## config.mk

```make
export PLATFORM = sky130hd
export DESIGN_NAME = mqbrb_pct_div
export DESIGN_NICKNAME = d
export VERILOG_FILES = /design/src/rtl/core/mqbrb_pkg.sv /design/src/rtl/core/mqbrb_pct_div.sv
export SDC_FILE = /design/constraint.sdc
export NUM_CORES = 1
export LEC_CHECK = 0
export BUFFER_PORTS_ARGS = -buffer_cell sky130_fd_sc_hd__buf_2
export CAP_MARGIN = 20
export CELL_PAD_IN_SITES_DETAIL_PLACEMENT = 1
export CELL_PAD_IN_SITES_GLOBAL_PLACEMENT = 1
export CORE_UTILIZATION = 40
export DETAILED_ROUTE_END_ITERATION = 16
export PLACE_DENSITY = 0.86
export SYNTH_ARGS = -nofsm -noshare
export SYNTH_HDL_FRONTEND = slang
export SYNTH_SLANG_ARGS = --single-unit
```

## constraint.sdc

```tcl
create_clock -name i_clk -period 5.3 [get_ports i_clk]
set_input_delay 0.265 -clock i_clk [delete_from_list [all_inputs] [get_ports i_clk]]
set_output_delay 0.265 -clock i_clk [all_outputs]
set_load 0.01 [all_outputs]
```

## src/rtl/core/mqbrb_pkg.sv

```systemverilog
// package for the multi-queue byte ring buffer
// holds item structs, action and status codes and the percent scale
// no dependencies
package mqbrb_pkg;

    localparam logic [1:0] ACT_PUSH  = 2'd0;
    localparam logic [1:0] ACT_POP   = 2'd1;
    localparam logic [1:0] ACT_QUERY = 2'd2;

    localparam logic [1:0] ST_DONE  = 2'd0;
    localparam logic [1:0] ST_FULL  = 2'd1;
    localparam logic [1:0] ST_EMPTY = 2'd2;

    localparam int PCT_SCALE = 100;
    localparam int PCT_W     = 7;
    localparam int COUNT_W   = 13;

    typedef struct packed {
        logic [1:0] action;
        logic [1:0] queue_sel;
        logic [7:0] push_byte;
    } t_in_item;

    typedef struct packed {
        logic [1:0]         status;
        logic [7:0]         pop_byte;
        logic [COUNT_W-1:0] fill_count;
        logic [PCT_W-1:0]   fill_percent;
    } t_out_item;

endpackage

```

## src/rtl/core/mqbrb_pct_div.sv

```systemverilog
// fill percentage unit: floor(count*100/capacity) by reciprocal multiplication
// result registered in the cycle after start; uses mqbrb_pkg for the scale and quotient width
module mqbrb_pct_div #(
    parameter int CAPACITY = 4096,
    parameter int CNT_W    = 13
) (
    input  logic                          i_clk,
    input  logic                          i_rst_n,
    input  logic                          i_start,
    input  logic [CNT_W-1:0]              i_cnt,
    output logic                          o_done,
    output logic [mqbrb_pkg::PCT_W-1:0]   o_quo
);

    localparam int     QW    = mqbrb_pkg::PCT_W;
    // count times the scale stays below 2**NW
    localparam int     NW    = $clog2(CAPACITY * mqbrb_pkg::PCT_SCALE + 1);
    localparam int     SH    = NW + $clog2(CAPACITY);
    // reciprocal rounded up is exact for every numerator below 2**NW
    localparam longint RECIP = ((longint'(1) << SH) + longint'(CAPACITY) - longint'(1))
                               / longint'(CAPACITY);
    localparam longint KVAL  = RECIP * longint'(mqbrb_pkg::PCT_SCALE);
    localparam int     KW    = $clog2(KVAL + 1);
    localparam int     PRW   = CNT_W + KW;
    localparam logic [KW-1:0] K = KW'(KVAL);

    logic [PRW-1:0] prod;
    logic           r_done;
    logic [QW-1:0]  r_quo;

    // constant multiplier, scale and reciprocal folded together
    assign prod = PRW'(i_cnt) * PRW'(K);

    always_ff @(posedge i_clk) begin
        if (!i_rst_n) begin
            r_done <= 1'b0;
        end else begin
            r_done <= i_start;
        end
    end

    always_ff @(posedge i_clk) begin
        if (i_start) begin
            r_quo <= QW'(prod >> SH);
        end
    end

    assign o_done = r_done;
    assign o_quo  = r_quo;

endmodule

```

==> impl_metrics.py <==
metrics = {
    "yosys": {
        "synth-xor-area-share": 0.05015,
        "synth-compound-area-share": 0.1177,
        "synth_mux_area_frac": 0,
        "yosysWarnings": 0,
        "ys_ff_latch": 8,
        "yosysTopAreaCell": "ha_1",
        "netlist.area_leader.share": 0.3992,
        "ys_seq_area_frac": 0.1883,
        "synth_cell_types": 29,
        "syn_area_um2": 1222,
        "synth-simple-area-share": 0.06244,
        "syn-instance-count": 114,
        "synth_top_family_by_area": "adder cells",
        "synth_area_leaders": "ha_1 40%, edfxtp_1 17%, fa_1 11%, inv_1 6.8%, xnor2_1 2.9%",
        "synth_nets": 176,
        "synth_fa_ha_area_frac": 0.5138,
        "avgSynthCellArea_um2": 10.72,
    },
    "cts": {
        "hold_buffers": 0,
        "post_cts_buffers": 0,
        "cts_tree": "built",
        "cts_htree_levels": 1,
        "clkTransAtPathRegs_ns": 0.05,
        "root_buffer": "clkbuf_4",
        "numClockSinks": 8,
        "cts_made_buffers": 3,
        "clockBufferDepth": 2,
        "postCtsResizedCells": 0,
    },
    "pwr": {
        "internal_power_uw": 232.8,
        "pwr-share-clk": 0.127,
        "power.density_nw_per_um2": 274.7,
        "combPwrFrac": 0.606,
        "leakagePower_uw": 0.0007730,
        "ir_drop_mv": 0.06865,
        "switching_share": 0.3957,
        "total_power_uw": 385.2,
        "p_sw_uw": 152.4,
        "sequentialPowerShare": 0.267,
    },
    "drt": {
        "drt_iter0_drc": 9,
        "firstDrtPassIters": 10,
        "detail_route.wl_per_cell_um": 14.06,
        "wl_um": 2419,
        "vias": 891,
        "viasPerCell": 5.180,
        "antenna_left": 0,
        "drc": 4,
    },
    "worst_setup_path": {
        "max_stage_delay_ns": 0.51,
        "worstSetupEndpointType": "flop",
        "cpMaxStageDelayCell": "fa_1",
        "path_cells": "buf_2 -> ha_1 -> ha_1 -> inv_1 -> fa_1 -> inv_1 -> ha_1 -> o21a_1 -> o21ai_2 -> a211oi_2 -> o41ai_4 -> o21bai_2 -> xor2_1",
        "critPathMaxFanout": 4,
        "critPathMostFrequentCell": "ha_1",
        "crit_type": "input port to flop",
        "cp-start-kind": "input port",
        "cp.arrival_ns": 2.87,
        "required_ns": 5.30,
    },
    "timing": {
        "final-hold-violation-count": 0,
        "tightestPinTransition_ns": 0.3813,
        "layout_min_cycle_time_ns": 2.870,
        "final.setup.tns_ns": 0,
        "slew_viol_final": 0,
        "rsz0062_at_grt": "false",
        "relSlewSlack": 0.7450,
        "setup_viol": 0,
        "fin_hold_ws_ns": 0.2309,
        "finalCritPeriodShare": 0.5414,
        "fmax_ghz": 0.3485,
    },
    "status": {
        "status": "finished, violations left",
        "failed_checks": "design-rule violations",
    },
    "layout": {
        "layout-drive-gt1-share": 0.2270,
        "diodes": 0,
        "final_common_cell": "ha_1",
        "nets": 204,
        "syn2layout_area_growth_pct": 14.74,
        "design_area_um2": 1403,
        "mostFrequentLayoutCells": "39 x ha_1, 23 x buf_2, 22 x inv_1, 7 x fa_1, 7 x edfxtp_1",
    },
    "floorplan": {
        "rows": 19,
        "start_util": 0.4321,
        "ios": 24,
        "dieArea_um2": 3281,
        "die_y_um": 57.28,
        "die_w_um": 57.28,
        "core_area_um2": 2829,
    },
    "flow_run": {
        "max_cap_viol_count": 0,
    },
    "global_route": {
        "grt_pass1_wl_um": 4105,
        "track_usage": 0.1604,
        "antenna_found_initial": 0,
        "grt_max_degree": 9,
        "overflow": 0,
        "grt_pass1_vias": 990,
    },
    "place": {
        "gp_congestion": 0.8026,
        "dp_hpwl_um": 2257,
        "io_buffers": 23,
        "postPlaceCellArea_um2": 1376,
    },
    "hold_path": {
        "hold_class": "input port to flop",
    },
}
[critical path, delay by kind of cell]
family	cells	cell delay [ns]
adder cells (fa/ha/maj)	4	1.36
buffers and inverters	3	0.22
AO/OA/AOI/OAI	5	0.88
XOR/XNOR	1	0.14
[sequential cells by signal, summed over array words and instances, names as in the netlist]
name	count
o_quo	7
o_done	1
[through the flow]
| step | std cells | setup WS [ns] | utilization |
|---|---|---|---|
| after floorplan | 114 | 2.474 | - |
| after global placement | 168 | 2.253 | 0.4865 |
| after detailed placement | 168 | 2.160 | 0.4865 |
| after CTS | 172 | 2.431 | 0.4958 |
| after global routing | 172 | 2.257 | 0.4958 |
| final | 172 | 2.430 | 0.4958 |
[routing by layer]
| metal | part of all wire | wire length (um) | GRT usage |
|---|---|---|---|
| met5 | 0 | 0 | 0 |
| met4 | 0.0083 | 20 | 0.05923 |
| met3 | 0.030 | 72 | 0.01814 |
| met2 | 0.54 | 1311 | 0.3126 |
| met1 | 0.42 | 1015 | 0.1764 |
[power by group through the flow]
stage                     logic (uW)  clock network, uW  registers [uW]
after global routing             264               54.8             104
after CTS                        236               52.0             103
after floorplan                  152                  0             117
after detailed placement         234                  0             104
final                            234               48.9             103
after global placement           216                  0             104
[cells by family after synthesis]
family / after synthesis
flip-flops: 8
XOR/XNOR: 7
adder cells (fa/ha/maj): 46
AO/OA/AOI/OAI: 17
AND/OR/NAND/NOR: 14
buffers and inverters: 22
[cell usage after synthesis, drive strengths merged]
cell / instances
xor2: 3
nor2: 4
and2: 1
nand4: 1
nand2: 1
ha: 39
nor3: 2
nand3: 2
a21o: 1
o41ai: 1
inv: 22
o21bai: 1
o21ai: 4
edfxtp: 7
a211oi: 1
o21a: 3
or2: 1
a22oi: 1
nand3b: 1
dfxtp: 1
o22a: 1
a21oi: 3
xnor2: 4
fa: 7
o211ai: 1
nand2b: 1
[area by class of cell]
cell class              instances  area [um2]
flip-flops and latches          8       230.2
well taps                      31       38.79
multi-input cells              84       909.6
fillers                       340        1426
clock buffers                   4       26.28
inverters                      22       82.58
repair buffers                 23       115.1
[worst paths after layout]
path / slack [ns] / cells after the start / start / endpoint
max: 2.43 / 13 / i_cnt[3] / o_quo[5]
min: 0.23 / 2 / i_rst_n / o_done
(Power assumes the default switching activity.)
